--- src/rtl/dau_pkg.sv ---
`default_nettype none

package dau_pkg;

    // Field widths and calendar limits
    localparam int YEAR_BITS  = 14;
    localparam int COUNT_BITS = 16;
    localparam int DELTA_BITS = 14;
    localparam int OP_BITS    = 3;
    localparam int DAY_BITS   = 5;
    localparam int MONTH_BITS = 4;

    localparam logic [YEAR_BITS-1:0] MIN_YEAR = YEAR_BITS'(1600);
    localparam logic [YEAR_BITS-1:0] YEAR_MAX = {YEAR_BITS{1'b1}};

    // Exact-division test by 25: y * inv(25) mod 2^W <= (2^W - 1) / 25
    localparam logic [YEAR_BITS-1:0] INV25     = YEAR_BITS'(32'hC28F5C29);
    localparam logic [YEAR_BITS-1:0] DIV25_LIM = YEAR_BITS'(YEAR_MAX / 25);

    // Opcodes of the input word
    localparam logic [OP_BITS-1:0] OP_CHECK     = 3'd0;
    localparam logic [OP_BITS-1:0] OP_NEXT_DAY  = 3'd1;
    localparam logic [OP_BITS-1:0] OP_ADD_DAYS  = 3'd2;
    localparam logic [OP_BITS-1:0] OP_SUB_DAYS  = 3'd3;
    localparam logic [OP_BITS-1:0] OP_ADD_YEARS = 3'd4;

    // Commands passed from the front to the back
    localparam logic [1:0] CMD_PASS  = 2'd0;
    localparam logic [1:0] CMD_FWD   = 2'd1;
    localparam logic [1:0] CMD_BACK  = 2'd2;
    localparam logic [1:0] CMD_YEARS = 2'd3;

    // Month codes used by the month-length lookup
    localparam logic [MONTH_BITS-1:0] MON_JAN = 4'd1;
    localparam logic [MONTH_BITS-1:0] MON_FEB = 4'd2;
    localparam logic [MONTH_BITS-1:0] MON_APR = 4'd4;
    localparam logic [MONTH_BITS-1:0] MON_JUN = 4'd6;
    localparam logic [MONTH_BITS-1:0] MON_SEP = 4'd9;
    localparam logic [MONTH_BITS-1:0] MON_NOV = 4'd11;
    localparam logic [MONTH_BITS-1:0] MON_DEC = 4'd12;

    localparam logic [DAY_BITS-1:0] DAY_FEB_LEAP = 5'd29;
    localparam logic [DAY_BITS-1:0] DAY_FEB      = 5'd28;
    localparam logic [DAY_BITS-1:0] DAY_SHORT    = 5'd30;
    localparam logic [DAY_BITS-1:0] DAY_LONG     = 5'd31;
    localparam logic [DAY_BITS-1:0] DAY_FIRST    = 5'd1;

    // Queue depth between front and back
    localparam int QDEPTH = 2;
    localparam int QPTR_BITS = $clog2(QDEPTH);

    // One classified word in the queue
    typedef struct packed {
        logic [1:0]                   cmd;
        logic                         ok;
        logic [DAY_BITS-1:0]          day;
        logic [MONTH_BITS-1:0]        month;
        logic [YEAR_BITS-1:0]         year;
        logic [COUNT_BITS-1:0]        count;
        logic signed [DELTA_BITS-1:0] delta;
    } dau_entry_t;

    // Leap year by the 400/100/4 rule
    function automatic logic is_leap(input logic [YEAR_BITS-1:0] y);
        logic [YEAR_BITS-1:0] p;
        logic div25;
        p = YEAR_BITS'(y * INV25);
        div25 = (p <= DIV25_LIM);
        return (y[1:0] == 2'b00) && (!div25 || (y[3:0] == 4'b0000));
    endfunction

    // Length of a month (1..12)
    function automatic logic [DAY_BITS-1:0] days_in(input logic [MONTH_BITS-1:0] m,
                                                   input logic leap);
        logic [DAY_BITS-1:0] len;
        case (m)
            MON_FEB: len = leap ? DAY_FEB_LEAP : DAY_FEB;
            MON_APR, MON_JUN, MON_SEP, MON_NOV: len = DAY_SHORT;
            default: len = DAY_LONG;
        endcase
        return len;
    endfunction

endpackage

`default_nettype wire

--- src/rtl/dau_front.sv ---
`default_nettype none

module dau_front
    import dau_pkg::*;
(
    input  wire logic [OP_BITS-1:0]          opcode,
    input  wire logic [DAY_BITS-1:0]         day_in,
    input  wire logic [MONTH_BITS-1:0]       month_in,
    input  wire logic [YEAR_BITS-1:0]        year_in,
    input  wire logic [COUNT_BITS-1:0]       day_count,
    input  wire logic signed [DELTA_BITS-1:0] year_delta,
    output dau_entry_t                       entry
);

    logic                ok;
    logic [DAY_BITS-1:0] mlen;

    // Check the date against the calendar
    always_comb
    begin
        mlen = days_in(month_in, is_leap(year_in));
        ok = (year_in >= MIN_YEAR) && (month_in >= MON_JAN) && (month_in <= MON_DEC)
             && (day_in >= DAY_FIRST) && (day_in <= mlen);
    end

    // Classify the word into a back-end command
    always_comb
    begin
        entry.ok    = ok;
        entry.day   = day_in;
        entry.month = month_in;
        entry.year  = year_in;
        entry.count = day_count;
        entry.delta = year_delta;
        entry.cmd   = CMD_PASS;
        if (ok)
        begin
            case (opcode)
                OP_NEXT_DAY:
                begin
                    entry.cmd   = CMD_FWD;
                    entry.count = COUNT_BITS'(1);
                end
                OP_ADD_DAYS:  entry.cmd = CMD_FWD;
                OP_SUB_DAYS:  entry.cmd = CMD_BACK;
                OP_ADD_YEARS: entry.cmd = CMD_YEARS;
                default:      entry.cmd = CMD_PASS;
            endcase
        end
    end

endmodule

`default_nettype wire

--- src/rtl/dau_queue.sv ---
`default_nettype none

module dau_queue
    import dau_pkg::*;
(
    input  wire logic       clk,
    input  wire logic       rst_n,
    input  wire logic       push,
    input  wire dau_entry_t push_data,
    output logic            full,
    input  wire logic       pop,
    output logic            not_empty,
    output dau_entry_t      head
);

    dau_entry_t                 slot_reg [QDEPTH];
    logic [QPTR_BITS-1:0]       wr_ptr_reg, wr_ptr_next;
    logic [QPTR_BITS-1:0]       rd_ptr_reg, rd_ptr_next;
    logic [QPTR_BITS:0]         count_reg, count_next;

    assign full      = (count_reg == (QPTR_BITS+1)'(QDEPTH));
    assign not_empty = (count_reg != '0);
    assign head      = slot_reg[rd_ptr_reg];

    // Advance pointers and fill count
    always_comb
    begin
        wr_ptr_next = wr_ptr_reg;
        rd_ptr_next = rd_ptr_reg;
        count_next  = count_reg;
        if (push)
        begin
            wr_ptr_next = (wr_ptr_reg == QPTR_BITS'(QDEPTH-1)) ? '0 : wr_ptr_reg + 1'b1;
        end
        if (pop)
        begin
            rd_ptr_next = (rd_ptr_reg == QPTR_BITS'(QDEPTH-1)) ? '0 : rd_ptr_reg + 1'b1;
        end
        if (push && !pop)
        begin
            count_next = count_reg + 1'b1;
        end
        else if (pop && !push)
        begin
            count_next = count_reg - 1'b1;
        end
    end

    always_ff @(posedge clk or negedge rst_n)
    begin
        if (!rst_n)
        begin
            wr_ptr_reg <= '0;
            rd_ptr_reg <= '0;
            count_reg  <= '0;
        end
        else
        begin
            wr_ptr_reg <= wr_ptr_next;
            rd_ptr_reg <= rd_ptr_next;
            count_reg  <= count_next;
        end
    end

    // Hold the stored words
    always_ff @(posedge clk)
    begin
        if (push)
        begin
            slot_reg[wr_ptr_reg] <= push_data;
        end
    end

endmodule

`default_nettype wire

--- src/rtl/dau_back.sv ---
`default_nettype none

module dau_back
    import dau_pkg::*;
(
    input  wire logic                   clk,
    input  wire logic                   rst_n,
    input  wire logic                   q_valid,
    input  wire dau_entry_t             q_head,
    output logic                        q_pop,
    output logic                        out_valid,
    input  wire logic                   out_ready,
    output logic [DAY_BITS-1:0]         day_out,
    output logic [MONTH_BITS-1:0]       month_out,
    output logic [YEAR_BITS-1:0]        year_out,
    output logic                        date_valid,
    output logic                        out_of_range
);

    localparam logic [1:0] ST_IDLE = 2'd0;
    localparam logic [1:0] ST_RUN  = 2'd1;
    localparam logic [1:0] ST_DONE = 2'd2;

    localparam int SUM_W = YEAR_BITS + 2;

    logic [1:0]                   state_reg, state_next;
    logic [1:0]                   cmd_reg, cmd_next;
    logic                         ok_reg, ok_next;
    logic                         oor_reg, oor_next;
    logic [DAY_BITS-1:0]          d_reg, d_next;
    logic [MONTH_BITS-1:0]        m_reg, m_next;
    logic [YEAR_BITS-1:0]         y_reg, y_next;
    logic [COUNT_BITS-1:0]        n_reg, n_next;
    logic [DAY_BITS-1:0]          d0_reg, d0_next;
    logic [MONTH_BITS-1:0]        m0_reg, m0_next;
    logic [YEAR_BITS-1:0]         y0_reg, y0_next;
    logic signed [DELTA_BITS-1:0] delta_reg, delta_next;

    logic                         out_valid_reg, out_valid_next;
    logic [DAY_BITS-1:0]          day_out_reg, day_out_next;
    logic [MONTH_BITS-1:0]        month_out_reg, month_out_next;
    logic [YEAR_BITS-1:0]         year_out_reg, year_out_next;
    logic                         date_valid_reg, date_valid_next;
    logic                         oor_out_reg, oor_out_next;

    logic signed [SUM_W-1:0]      year_sum;
    logic                         sum_oor;
    logic [YEAR_BITS-1:0]         leap_year;
    logic                         leap;
    logic [DAY_BITS-1:0]          mlen;
    logic [DAY_BITS-1:0]          rem;
    logic [MONTH_BITS-1:0]        m_dec;

    assign q_pop        = (state_reg == ST_IDLE) && q_valid;
    assign out_valid    = out_valid_reg;
    assign day_out      = day_out_reg;
    assign month_out    = month_out_reg;
    assign year_out     = year_out_reg;
    assign date_valid   = date_valid_reg;
    assign out_of_range = oor_out_reg;

    // Shared calendar arithmetic for one step
    always_comb
    begin
        year_sum  = $signed({2'b00, y_reg}) + SUM_W'(delta_reg);
        sum_oor   = (year_sum < 0) || (year_sum > $signed({2'b00, YEAR_MAX}));
        leap_year = (cmd_reg == CMD_YEARS) ? year_sum[YEAR_BITS-1:0] : y_reg;
        leap      = is_leap(leap_year);
        m_dec     = m_reg - 1'b1;
        mlen      = days_in((cmd_reg == CMD_BACK) ? m_dec : m_reg, leap);
        rem       = days_in(m_reg, leap) - d_reg;
    end

    // Step the date one month at a time for day counts, add years directly, and hand the result on
    always_comb
    begin
        state_next      = state_reg;
        cmd_next        = cmd_reg;
        ok_next         = ok_reg;
        oor_next        = oor_reg;
        d_next          = d_reg;
        m_next          = m_reg;
        y_next          = y_reg;
        n_next          = n_reg;
        d0_next         = d0_reg;
        m0_next         = m0_reg;
        y0_next         = y0_reg;
        delta_next      = delta_reg;
        out_valid_next  = out_valid_reg;
        day_out_next    = day_out_reg;
        month_out_next  = month_out_reg;
        year_out_next   = year_out_reg;
        date_valid_next = date_valid_reg;
        oor_out_next    = oor_out_reg;

        if (out_valid_reg && out_ready)
        begin
            out_valid_next = 1'b0;
        end

        case (state_reg)
            ST_IDLE:
            begin
                if (q_valid)
                begin
                    cmd_next   = q_head.cmd;
                    ok_next    = q_head.ok;
                    oor_next   = 1'b0;
                    d_next     = q_head.day;
                    m_next     = q_head.month;
                    y_next     = q_head.year;
                    n_next     = q_head.count;
                    d0_next    = q_head.day;
                    m0_next    = q_head.month;
                    y0_next    = q_head.year;
                    delta_next = q_head.delta;
                    state_next = ST_RUN;
                end
            end
            ST_RUN:
            begin
                case (cmd_reg)
                    CMD_FWD:
                    begin
                        if (n_reg <= COUNT_BITS'(rem))
                        begin
                            d_next     = d_reg + DAY_BITS'(n_reg);
                            state_next = ST_DONE;
                        end
                        else
                        begin
                            n_next = n_reg - COUNT_BITS'(rem) - 1'b1;
                            d_next = DAY_FIRST;
                            if (m_reg == MON_DEC)
                            begin
                                if (y_reg == YEAR_MAX)
                                begin
                                    oor_next   = 1'b1;
                                    d_next     = d0_reg;
                                    state_next = ST_DONE;
                                end
                                else
                                begin
                                    m_next = MON_JAN;
                                    y_next = y_reg + 1'b1;
                                end
                            end
                            else
                            begin
                                m_next = m_reg + 1'b1;
                            end
                        end
                    end
                    CMD_BACK:
                    begin
                        if (n_reg < COUNT_BITS'(d_reg))
                        begin
                            d_next     = d_reg - DAY_BITS'(n_reg);
                            state_next = ST_DONE;
                        end
                        else
                        begin
                            n_next = n_reg - COUNT_BITS'(d_reg);
                            if (m_reg == MON_JAN)
                            begin
                                if (y_reg == '0)
                                begin
                                    oor_next   = 1'b1;
                                    state_next = ST_DONE;
                                end
                                else
                                begin
                                    m_next = MON_DEC;
                                    y_next = y_reg - 1'b1;
                                    d_next = DAY_LONG;
                                end
                            end
                            else
                            begin
                                m_next = m_dec;
                                d_next = mlen;
                            end
                        end
                    end
                    CMD_YEARS:
                    begin
                        if (sum_oor)
                        begin
                            oor_next = 1'b1;
                        end
                        else
                        begin
                            y_next = year_sum[YEAR_BITS-1:0];
                            if ((d_reg == DAY_FEB_LEAP) && (m_reg == MON_FEB) && !leap)
                            begin
                                d_next = DAY_FEB;
                            end
                        end
                        state_next = ST_DONE;
                    end
                    default:
                    begin
                        state_next = ST_DONE;
                    end
                endcase
            end
            ST_DONE:
            begin
                if (!out_valid_reg || out_ready)
                begin
                    out_valid_next  = 1'b1;
                    day_out_next    = oor_reg ? d0_reg : d_reg;
                    month_out_next  = oor_reg ? m0_reg : m_reg;
                    year_out_next   = oor_reg ? y0_reg : y_reg;
                    date_valid_next = ok_reg;
                    oor_out_next    = oor_reg;
                    state_next      = ST_IDLE;
                end
            end
            default:
            begin
                state_next = ST_IDLE;
            end
        endcase
    end

    // Control state
    always_ff @(posedge clk or negedge rst_n)
    begin
        if (!rst_n)
        begin
            state_reg     <= ST_IDLE;
            out_valid_reg <= 1'b0;
        end
        else
        begin
            state_reg     <= state_next;
            out_valid_reg <= out_valid_next;
        end
    end

    // Working date and result word
    always_ff @(posedge clk)
    begin
        cmd_reg        <= cmd_next;
        ok_reg         <= ok_next;
        oor_reg        <= oor_next;
        d_reg          <= d_next;
        m_reg          <= m_next;
        y_reg          <= y_next;
        n_reg          <= n_next;
        d0_reg         <= d0_next;
        m0_reg         <= m0_next;
        y0_reg         <= y0_next;
        delta_reg      <= delta_next;
        day_out_reg    <= day_out_next;
        month_out_reg  <= month_out_next;
        year_out_reg   <= year_out_next;
        date_valid_reg <= date_valid_next;
        oor_out_reg    <= oor_out_next;
    end

endmodule

`default_nettype wire

--- src/rtl/date_arithmetic_unit_core.sv ---
// Gregorian date arithmetic unit.
// Input channel (in_valid/in_ready) carries opcode, a date and the operands:
// check, next day, add days, subtract days, add signed years. Output channel
// (out_valid/out_ready) returns one word per input: the date, date_valid and
// out_of_range.
// A front stage checks and classifies each word straight into a two-entry
// queue; in_ready is high whenever the queue has room. The back end walks
// the calendar one month per cycle (a single day step for next day).
// Check, add years and invalid dates pass straight through the run state;
// day arithmetic stays in it while it walks the months crossed. The back end
// takes a new word only after its last one is in the output register.
// The result sits in an output register; while the receiver stalls the back
// end holds its finished word and the queue keeps taking input until full.
// Reset clears the queue, the back-end state and out_valid; no clearing
// pass is needed.
`default_nettype none

module date_arithmetic_unit_core
    import dau_pkg::*;
(
    input  wire logic                         clk,
    input  wire logic                         rst_n,
    input  wire logic                         in_valid,
    output logic                              in_ready,
    input  wire logic [OP_BITS-1:0]           opcode,
    input  wire logic [DAY_BITS-1:0]          day_in,
    input  wire logic [MONTH_BITS-1:0]        month_in,
    input  wire logic [YEAR_BITS-1:0]         year_in,
    input  wire logic [COUNT_BITS-1:0]        day_count,
    input  wire logic signed [DELTA_BITS-1:0] year_delta,
    output logic                              out_valid,
    input  wire logic                         out_ready,
    output logic [DAY_BITS-1:0]               day_out,
    output logic [MONTH_BITS-1:0]             month_out,
    output logic [YEAR_BITS-1:0]              year_out,
    output logic                              date_valid,
    output logic                              out_of_range
);

    dau_entry_t entry;
    dau_entry_t head;
    logic       q_full;
    logic       q_valid;
    logic       q_pop;

    assign in_ready = !q_full;

    dau_front u_front (
        .opcode     (opcode),
        .day_in     (day_in),
        .month_in   (month_in),
        .year_in    (year_in),
        .day_count  (day_count),
        .year_delta (year_delta),
        .entry      (entry)
    );

    dau_queue u_queue (
        .clk        (clk),
        .rst_n      (rst_n),
        .push       (in_valid && !q_full),
        .push_data  (entry),
        .full       (q_full),
        .pop        (q_pop),
        .not_empty  (q_valid),
        .head       (head)
    );

    dau_back u_back (
        .clk          (clk),
        .rst_n        (rst_n),
        .q_valid      (q_valid),
        .q_head       (head),
        .q_pop        (q_pop),
        .out_valid    (out_valid),
        .out_ready    (out_ready),
        .day_out      (day_out),
        .month_out    (month_out),
        .year_out     (year_out),
        .date_valid   (date_valid),
        .out_of_range (out_of_range)
    );

endmodule

`default_nettype wire

--- config.mk ---
export PLATFORM = sky130hd
export DESIGN_NAME = date_arithmetic_unit_core
export DESIGN_NICKNAME = d
export VERILOG_FILES = /design/src/rtl/dau_pkg.sv /design/src/rtl/dau_front.sv /design/src/rtl/dau_queue.sv /design/src/rtl/dau_back.sv /design/src/rtl/date_arithmetic_unit_core.sv
export SDC_FILE = /design/constraint.sdc
export NUM_CORES = 1
export LEC_CHECK = 0
export CAP_MARGIN = 20
export CELL_PAD_IN_SITES_DETAIL_PLACEMENT = 0
export CELL_PAD_IN_SITES_GLOBAL_PLACEMENT = 1
export CORE_ASPECT_RATIO = 1.2
export CORE_UTILIZATION = 58
export CTS_BUF_LIST = sky130_fd_sc_hd__clkbuf_8
export DETAILED_ROUTE_END_ITERATION = 10
export DONT_BUFFER_PORTS = 1
export HOLD_SLACK_MARGIN = 0.05
export PLACE_DENSITY_LB_ADDON = 0.3
export SLEW_MARGIN = 20
export SYNTH_ARGS = -nofsm -noshare
export SYNTH_HDL_FRONTEND = slang
export SYNTH_SLANG_ARGS = --single-unit
--- constraint.sdc ---
create_clock -name clk -period 14.9 [get_ports clk]
set_input_delay 2.98 -clock clk [delete_from_list [all_inputs] [get_ports clk]]
set_output_delay 2.98 -clock clk [all_outputs]
set_load 0.02 [all_outputs]
# Word level (Yosys, flattened, before mapping)
# Memory sizes are Yosys's and may differ from the RTL's.
# Cells that the tools add are included.
[op_classes]
mul = 2
muxes = 78
n_addsub = 15
reduce_logical = 45
order_cmp = 11
n_eq_ne = 51
[ops]
columns = ["op", "n"]
rows = [
  ["14-bit two-way mux", 10],
  ["16-bit two-way mux", 5],
  ["16-bit one-hot mux with 2 select lines", 2],
  ["5-bit two-way mux", 10],
  ["14-bit one-hot mux with 3 select lines", 1],
  ["5-bit one-hot mux with 2 select lines", 4],
  ["4-bit two-way mux", 9],
  ["16-bit by 5-bit subtractor with 16-bit output", 2],
  ["4-bit == test, second input constant", 7],
  ["14-bit by 10-bit less-or-equal comparator with 1-bit output, second input constant", 2],
  ["14-bit by 13-bit multiplier with 14-bit output, second input constant", 2],
  ["14-bit one-hot mux with 2 select lines", 1],
  ["4-bit by 3-bit == test with 1-bit output, second input constant", 6],
  ["3-bit != test, second input constant", 8],
  ["2-bit two-way mux", 11],
  ["10-bit AND reduction", 2],
  ["1-bit two-way mux", 17],
  ["15-bit by 14-bit adder with 16-bit output", 1],
  ["16-bit by 15-bit greater-than comparator with 1-bit output, second input constant", 1],
  ["16-bit by 5-bit less-or-equal comparator with 1-bit output", 1],
  ["16-bit by 1-bit < comparator with 1-bit output, second input constant", 1],
  ["16-bit by 5-bit < comparator with 1-bit output", 1],
  ["4-bit != test, second input constant", 4],
  ["4-bit one-hot mux with 2 select lines", 2],
  ["other kinds (46)", 92],
]
[word_totals]
n_memories = 1
wordCells = 224
mem_bits_rw = 112
inputBits = 60
out_inout_bits = 27
register_bits = 112
[mem_list]
columns = ["name", "depth", "width", "rd", "rd_clocked_by_memory_dff", "wr", "line", "text"]
rows = [
  ["u_queue.slot_reg", 2, 56, 1, 0, 1, "dau_queue.sv:16", "dau_entry_t slot_reg [QDEPTH];"],
]

# Logic depth before layout (Yosys ltp)
# Gate-level depths: netlist (run 1).
[logic_depth]
depth_word = 15
mapped_depth = 45

# By module
# Synthesis (run 1) repeated with hierarchy kept, for this count alone.
[hier_totals]
cells_unflattened = 1262
area_unflattened_um2 = 14467.6
[modules_own_cells]
columns = ["module", "n_inst", "cells_per_inst", "area_per_inst_um2"]
rows = [
  ["dau_back", 1, 859, 8350.5],
  ["dau_queue", 1, 190, 4350.4],
  ["dau_front", 1, 211, 1756.7],
  ["date_arithmetic_unit_core", 1, 2, 10.0],
]

# Least setup slack after synthesis (run 1)
# No wires, ideal clock.
[synth_path]
path_type = "reg2reg"
startpoint = "register u_back.y_reg[0]"
endpoint = "register u_back.m_reg[0] (enable)"
path_slack_ns = 5.258
synth_period_minus_slack_ns = 9.642
arrival_ns = 9.277
setup_ns = 0.365
stages_incl_launch_ff = 45
path_cell_list = "edfxtp_1 -> ha_1 -> inv_1 -> fa_1 -> nor2b_1 -> o31a_1 -> nor4_2 -> o31ai_1 -> a21oi_1 -> nor2b_1 -> nor2_1 -> xnor2_1 -> nand2_1 -> nand2_1 -> ha_1 -> ha_1 -> inv_1 -> fa_1 -> [... 9 more ...] -> o21ai_2 -> a211oi_1 -> a21oi_1 -> ha_1 -> fa_1 -> xor2_1 -> ha_1 -> o21a_1 -> o21ai_0 -> nand2b_1 -> a21oi_1 -> a31oi_1 -> or3_4 -> nor2_1 -> a21oi_1 -> nor2_1 -> a221oi_1 -> a21boi_0"
[synth_between]
elab_chain_len = 13
elab_cells_between_ends = 19
cone_classes = "add/sub (2); mul (1); order compare (2); eq/ne (4); mux (3); reduce/logical (7)"
[synth_lines]
columns = ["item", "line", "text"]
rows = [
  ["start: declaration", "dau_back.sv:32", "logic [YEAR_BITS-1:0] y_reg, y_next;"],
  ["start signal: assignment", "dau_back.sv:250", "y_reg <= y_next;"],
  ["15-bit by 14-bit adder with 16-bit output", "dau_back.sv:65", "year_sum = $signed({2'b00, y_reg}) + SUM_W'(delta_reg);"],
  ["14-bit two-way mux", "dau_back.sv:67", "leap_year = (cmd_reg == CMD_YEARS) ? year_sum[YEAR_BITS-1:0] : y_reg;"],
  ["14-bit by 13-bit multiplier with 14-bit output", "dau_pkg.sv:67", "p = YEAR_BITS'(y * INV25);"],
  ["14-bit by 10-bit less-or-equal comparator with 1-bit output", "dau_pkg.sv:68", "div25 = (p <= DIV25_LIM);"],
  ["1-bit zero test", "dau_pkg.sv:69", "return (y[1:0] == 2'b00) && (!div25 || (y[3:0] == 4'b0000));"],
  ["1-bit logical OR", "dau_pkg.sv:69", ""],
  ["1-bit logical AND", "dau_pkg.sv:69", ""],
  ["1-bit two-way mux", "dau_pkg.sv:77", "MON_FEB: len = leap ? DAY_FEB_LEAP : DAY_FEB;"],
  ["5-bit one-hot mux with 2 select lines", "dau_pkg.sv:76", "case (m)"],
  ["5-bit subtractor", "dau_back.sv:71", "rem = days_in(m_reg, leap) - d_reg;"],
  ["16-bit by 5-bit less-or-equal comparator with 1-bit output", "dau_back.sv:125", "if (n_reg <= COUNT_BITS'(rem))"],
  ["3-bit != test (no source line)", "n/a", ""],
  ["7-bit AND reduction (no source line) *", "n/a", ""],
  ["end signal: assignment", "dau_back.sv:249", "m_reg <= m_next;"],
  ["end: declaration", "dau_back.sv:31", "logic [MONTH_BITS-1:0] m_reg, m_next;"],
]
# Mark *: on every way between the ends. The rest lies on a longest branch, timed or not.
# A chain may end at the register's enable or synchronous reset.

# Final worst setup path (run 1)
[layout_path]
startpoint = "register u_back.y_reg[0]"
endpoint = "register u_back.m_reg[3] (enable)"
# Same word-level chain as after synthesis.

==> results.json, run 1 <==
{
  "status": "finished, final reports clean",
  "drt_iter0_drc": 593,
  "cp-start-kind": "flip-flop",
  "critical_path.most_common_cell": "ha_1",
  "worstSetupPathType": "reg2reg",
  "clock_tree.htree_level_count": 2,
  "viasPerCell": 5.69,
  "initial_antenna_violation_count": 0,
  "fin_crit_sh_pct": 62.3,
  "crit_slowest_cell": "fa_1",
  "post_route_cells_drive_above_1_share_pct": 10.6,
  "route.detailed.drc": 0,
  "holdCritPathClass": "reg2reg",
  "ys_dominant_reg_cell": "edfxtp_1",
  "r2r_slack_ps": 5620,
  "crit_path_max_fanout": 12,
  "dieWidth_um": 143,
  "grt_setup_unrepaired": "no",
  "place_hpwl_mm": 20.9,
  "worst_slew_pin_slew_ps": 857,
  "postCtsHoldBufs": 0,
  "grt_pass1_vias": 8892,
  "cts_root_buffer": "clkbuf_8",
  "multi_input_gate_area_in_the_final_layout_um2": 6620,
  "setup-tns-final_ps": 0,
  "antenna_violating_nets_post_route": 0,
  "netlist_instances": 1207,
  "cts.sinks": 224,
  "fin_skew_ps": 31.9,
  "synth.distinct_cells": 67,
  "end_kind": "flip-flop",
  "cts_inserted_buffers": 38,
  "largest_net_degree_at_the_start_of_global_routing": 76,
  "synth-seq-area-share_pct": 48.1,
  "cts.repair_timing.setup_buffer_count": 0,
  "number_of_i_o_port_buffers": 0,
  "reg2reg_depth": 42,
  "num_io_pins": 87,
  "critical_path.reg2reg.startpoint": "u_back.y_reg[0]",
  "route.vias.total": 8903,
  "fp-row-count": 61,
  "grt_total_usage_pct": 24.8,
  "globalplace.congestion": 0.887,
  "mappedNetlistArea_um2": 13900,
  "number_of_nets_in_the_final_layout": 1443,
  "tritoncts": "yes",
  "largest_reg_flops": 112,
  "ctsResizeCount": 0,
  "relSlewSlack_pct": 42.4,
  "diodes_inserted": 0,
  "synth.avg_cell_area_um2": 11.5,
  "clock_insertion_delay_worst_skew_ps": 540,
  "detail_route.wl_per_cell_um": 18.5,
  "timing.critical_path.arrival_ps": 9450,
  "final-max-slew-violation-count": 0,
  "synth_enable_flop_cells": 217,
  "timing.hold.worst_path_depth": 0,
  "hold_path.startpoint": "u_back.ok_reg",
  "floorplan.core_area_um2": 23400,
  "timing.max_cap.violations": 0,
  "number_of_storage_elements_in_the_synthesis_netlist": 224,
  "clk_path_buf_depth": 3,
  "seqCellArea_um2": 6690,
  "area_delta_synth_final_pct": 7.15,
  "crit-reg2reg-capture": "u_back.m_reg[3]",
  "layout.filler_cells": 1878,
  "globalRoute.totalOverflow": 0,
  "final-hold-violation-count": 0,
  "finalWirelength_mm": 29.0,
  "critical_path.max_stage_delay_ps": 530,
  "die_area_um2": 24600,
  "layout.cells.most_common": "edfxtp_1",
  "clkSlewWorstSetupHoldPaths_ps": 60,
  "synthesis.nets": 1429,
  "final_setup_violation_count": 0,
  "final_cell_mix": "217 x edfxtp_1, 133 x ha_1, 129 x inv_1, 90 x nand2_1, 71 x nor2_1",
  "final_period_demand_of_the_worst_path_ps": 9280,
  "initial_core_util_pct": 59.6,
  "yosysWarnings": 0,
  "hold_path_end": "u_back.date_valid",
  "crit_required_ps": 15070,
  "postSynth.asyncResetShare_pct": 3.13,
  "clock.fmax_ghz": 0.108,
  "number_of_optimization_iterations_in_the_first_detailed_route_pass": 5,
  "global_route_wire_length_before_repair_mm": 46.3,
  "fp.dieH_um": 172
}
[metal layers]
layer  GRT usage (%)  part of all wire [%]  vias up
met5               0                     0        -
li1                -                     -     4362
met4            6.43                   1.7        0
met3            4.96                   5.9       39
met1            33.1                    45     4270
met2            41.1                    48      232
[worst max path at each step]
stage                     from               to  slack, ps  depth (start not counted)
2_1_floorplan  u_back.y_reg[0]  u_back.m_reg[0]       5260                         44
3_3_place_gp   u_back.y_reg[0]  u_back.m_reg[0]       5840                         45
3_5_place_dp   u_back.y_reg[0]  u_back.m_reg[3]       5630                         42
4_1_cts        u_back.y_reg[0]  u_back.m_reg[3]       5600                         42
5_1_grt        u_back.y_reg[0]  u_back.m_reg[1]       4840                         42
6_report       u_back.y_reg[0]  u_back.m_reg[3]       5620                         42
[cells in the mapped netlist (3+ instances only)]
| master | n | share of area (%) |
|---|---|---|
| edfxtp_1 | 217 | 47 |
| ha_1 | 133 | 12 |
| inv_1 | 115 | 3.1 |
| nand2_1 | 90 | 2.4 |
| nor2_1 | 72 | 1.9 |
| a21oi_1 | 64 | 2.3 |
| o21ai_0 | 61 | 2.2 |
| xnor2_1 | 55 | 3.5 |
| mux2_2 | 51 | 4.1 |
| fa_1 | 29 | 4.2 |
| nor2b_1 | 28 | 1.3 |
| xor2_1 | 26 | 1.6 |
| clkbuf_1 | 20 | 0.54 |
| mux2i_1 | 20 | 1.4 |
| a21o_1 | 19 | 1.0 |
| nor3_1 | 15 | 0.54 |
| nand3_1 | 13 | 0.47 |
| nand2b_1 | 12 | 0.54 |
| a211oi_1 | 11 | 0.59 |
| a31oi_1 | 11 | 0.49 |
| o21a_1 | 11 | 0.59 |
| nand4_1 | 9 | 0.40 |
| buf_1 | 8 | 0.22 |
| nor4_1 | 8 | 0.36 |
| o211ai_1 | 8 | 0.43 |
| o31ai_1 | 8 | 0.43 |
| dfrtp_1 | 7 | 1.3 |
| o21ai_1 | 7 | 0.25 |
| buf_2 | 6 | 0.22 |
| and3_1 | 5 | 0.22 |
| a21boi_0 | 4 | 0.22 |
| a221oi_1 | 4 | 0.25 |
| buf_6 | 4 | 0.32 |
| nor3b_1 | 4 | 0.22 |
| o21bai_1 | 4 | 0.22 |
| o221ai_1 | 4 | 0.25 |
| a311o_1 | 3 | 0.22 |
| nor4b_1 | 3 | 0.19 |
| or4_1 | 3 | 0.16 |
[stage by stage]
stage / cell area [um2] / hold WS (ps) / cells / setup slack [ps] / utilization [%]
after floorplan: 13900 / 400 / 1207 / 5260 / -
after global placement: 14200 / 402 / 1496 / 5840 / 61.0
after detailed placement: 14200 / 407 / 1496 / 5630 / 61.0
after CTS: 14900 / 418 / 1564 / 5600 / 63.8
after global routing: 14900 / 439 / 1564 / 4840 / 63.8
final: 14900 / 414 / 1564 / 5620 / 63.8
[worst max-delay path: cells and delay by family (launching register included)]
family          cells  cell delay (ps)
buf+inv             3              150
compound gates     13             2520
xor+xnor            5              940
simple gates       10             1230
mux                 1              280
flops               1              420
fa+ha+maj          10             3370
[cell type report]
cell class,count,share of cell area (%)
clock inverters,30,0.940
well taps,315,2.64
flip-flops and latches,224,44.9
clock buffers,38,3.51
inverters,116,2.92
repair buffers,13,0.655
multi-input cells,828,44.4
[cells by family (layout without fill, tap and decap cells)]
family,count (synthesis),after routing,synth area share (%)
fa+ha+maj,162,162,16.1
flops,224,224,48.1
buf+inv,155,197,4.48
mux,72,72,5.65
compound gates,234,234,10.5
simple gates,276,276,9.63
xor+xnor,84,84,5.50
Power of run 1 is left out: the tool's default activity adds up to more than one toggle a clock period on the data nets, which glitch-free logic cannot reach.
==> run 2, diff against run 1 <==
- CORE_UTILIZATION: 58 -> 49
- clock period: 14.9 -> 8.5 ns (I/O delays scaled with it)
==> run 2 against run 1 <==
  * The flow now finishes with violations (negative setup slack)
  * Design area grew 8.3%
  * First-iteration DRC count grew 8.4%
  * Sequential share of layout area shrank 3.4 points
  * Global-route usage shrank 2.6 points
  * Utilization shrank 6.0 points
  * Count of clock-buffer cells in the layout shrank 1
  * Fmax grew 7.9%
  * Die area grew 18%
  * Clock skew shrank 8.7 ps
  * Critical path depth grew 3
  * Routed wire length grew 8.0%
  * Non-clock buffer count grew 105
  * Critical path type unchanged
  * Largest cell class is now multi-input gates
==> results.json, run 2 (same netlist as run 1, synthesis figures left out) <==
{
  "timing.max_cap.violations": 0,
  "crit_required_ps": 8810,
  "crit_slowest_cell": "fa_2",
  "worstSetupPathType": "reg2reg",
  "final_setup_violation_count": 28,
  "status": "finished, violations left",
  "relSlewSlack_pct": 36.3,
  "number_of_optimization_iterations_in_the_first_detailed_route_pass": 5,
  "slack_of_the_critical_path_ps": -105,
  "grt_setup_unrepaired": "yes",
  "number_of_i_o_port_buffers": 0,
  "place_hpwl_mm": 22.5,
  "cts.sinks": 224,
  "post_route_cells_drive_above_1_share_pct": 21.5,
  "initial_core_util_pct": 49.8,
  "route.vias.total": 9407,
  "floorplan.core_area_um2": 27900,
  "final_period_demand_of_the_worst_path_ps": 8610,
  "largest_reg_flops": 112,
  "finalWirelength_mm": 31.3,
  "clkSlewWorstSetupHoldPaths_ps": 70,
  "crit_path_max_fanout": 5,
  "layout.filler_cells": 2352,
  "globalRoute.totalOverflow": 0,
  "die_area_um2": 29100,
  "hold_path.startpoint": "u_back.ok_reg",
  "fp.dieH_um": 187,
  "hold_path_end": "u_back.date_valid",
  "diodes_inserted": 0,
  "clock_tree.htree_level_count": 2,
  "detail_route.wl_per_cell_um": 18.1,
  "reg2reg_depth": 45,
  "critical_path.max_stage_delay_ps": 560,
  "crit-reg2reg-capture": "u_back.d_reg[1]",
  "final_standard_cell_utilization_of_the_core_pct": 57.8,
  "area_delta_synth_final_pct": 16.0,
  "worst_slew_pin_slew_ps": 947,
  "clock_insertion_delay_worst_skew_ps": 550,
  "timing.hold.worst_path_depth": 0,
  "final-hold-violation-count": 0,
  "dieWidth_um": 156,
  "globalplace.congestion": 0.893,
  "global_route_wire_length_before_repair_mm": 49.8,
  "number_of_nets_in_the_final_layout": 1547,
  "holdCritPathClass": "reg2reg",
  "grt_total_usage_pct": 22.2,
  "clk_path_buf_depth": 3,
  "setup-tns-final_ps": -1810,
  "clock.fmax_ghz": 0.116,
  "final_cell_mix": "217 x edfxtp_1, 128 x ha_1, 118 x inv_1, 113 x buf_4, 89 x nand2_1",
  "fp-row-count": 67,
  "cp-start-kind": "flip-flop",
  "place_ws_ps": -441,
  "cts_inserted_buffers": 37,
  "fin_skew_ps": 23.2,
  "fin_crit_sh_pct": 101,
  "final-max-slew-violation-count": 0,
  "antenna_violating_nets_post_route": 0,
  "route.detailed.drc": 0,
  "largest_net_degree_at_the_start_of_global_routing": 75,
  "initial_antenna_violation_count": 0,
  "r2r_slack_ps": -110,
  "layout.cells.most_common": "edfxtp_1",
  "timing.critical_path.arrival_ps": 8920,
  "num_io_pins": 87,
  "violations": "negative setup slack",
  "viasPerCell": 5.44,
  "drt_iter0_drc": 643,
  "grt_pass1_vias": 9356,
  "cts_root_buffer": "clkbuf_8",
  "critical_path.reg2reg.startpoint": "u_back.y_reg[0]",
  "end_kind": "flip-flop",
  "tritoncts": "yes"
}
## run 2: changes by cell type in the layout (fill, tap and decap cells not counted), sizes merged
cell / delta
buf: +103
inv: -6
clkinv: +3
bufinv: +2
clkbuf: +1
clkinvlp: -1
## run 2: area by class of cell
class                      instances  area [um2]  share of cell area, %
multi-input combinational        828        6890                   42.7
timing repair buffer             118         953                   5.91
inverter                         116         435                   2.70
clock buffer                      37         509                   3.16
clock inverter                    28         184                   1.14
tap                              379         474                   2.94
sequential                       224        6690                   41.5
## run 2: how the worst max path moves through the flow
stage / from / endpoint / slack, ps / depth (start not counted)
final: u_back.y_reg[0] / u_back.d_reg[1] / -110 / 45
after global routing: u_back.y_reg[0] / u_back.d_reg[3] / -600 / 44
after CTS: u_back.y_reg[0] / u_back.m_reg[0] / -90 / 45
after detailed placement: u_back.y_reg[0] / u_back.y_reg[5] / -440 / 42
after global placement: u_back.y_reg[0] / u_back.y_reg[5] / -330 / 41
after floorplan: u_back.y_reg[0] / u_back.m_reg[0] / -30 / 44
## run 2: worst max-delay path, delay by kind of cell, from the launching register on
family	cells	cell delay, ps
xor gates and xnor gates	4	730
DFF	1	350
AOI/OAI and AO/OA	13	1940
and+or+nand+nor	9	1070
buffers and inverters	8	830
muxes	1	220
adders and majority gates	10	3210
## run 2: per-stage QoR
stage	area [um2]	hold slack (ps)	instances
floorplan	14000	400	1207
global placement	15100	466	1653
detailed placement	15100	459	1653
CTS	16000	468	1722
global route	16100	468	1730
finish	16100	474	1730
## run 2: per-layer routing
layer  track usage, %  part of all wire (%)  vias up
met5                0                     0        -
met4             8.45                   2.9        0
met3             4.62                   5.9       59
met2             35.4                    48      253
met1             29.6                    44     4512
li1                 -                     -     4583
## run 2: repair_timing
item,in CTS,in global routing
pin swaps,18,14
buffers inserted,4,6
gates resized for setup,23,24
gates cloned,0,2
setup endpoints to repair,52,54
hold buffers,0,0
Power of run 2 is left out for the same reason.
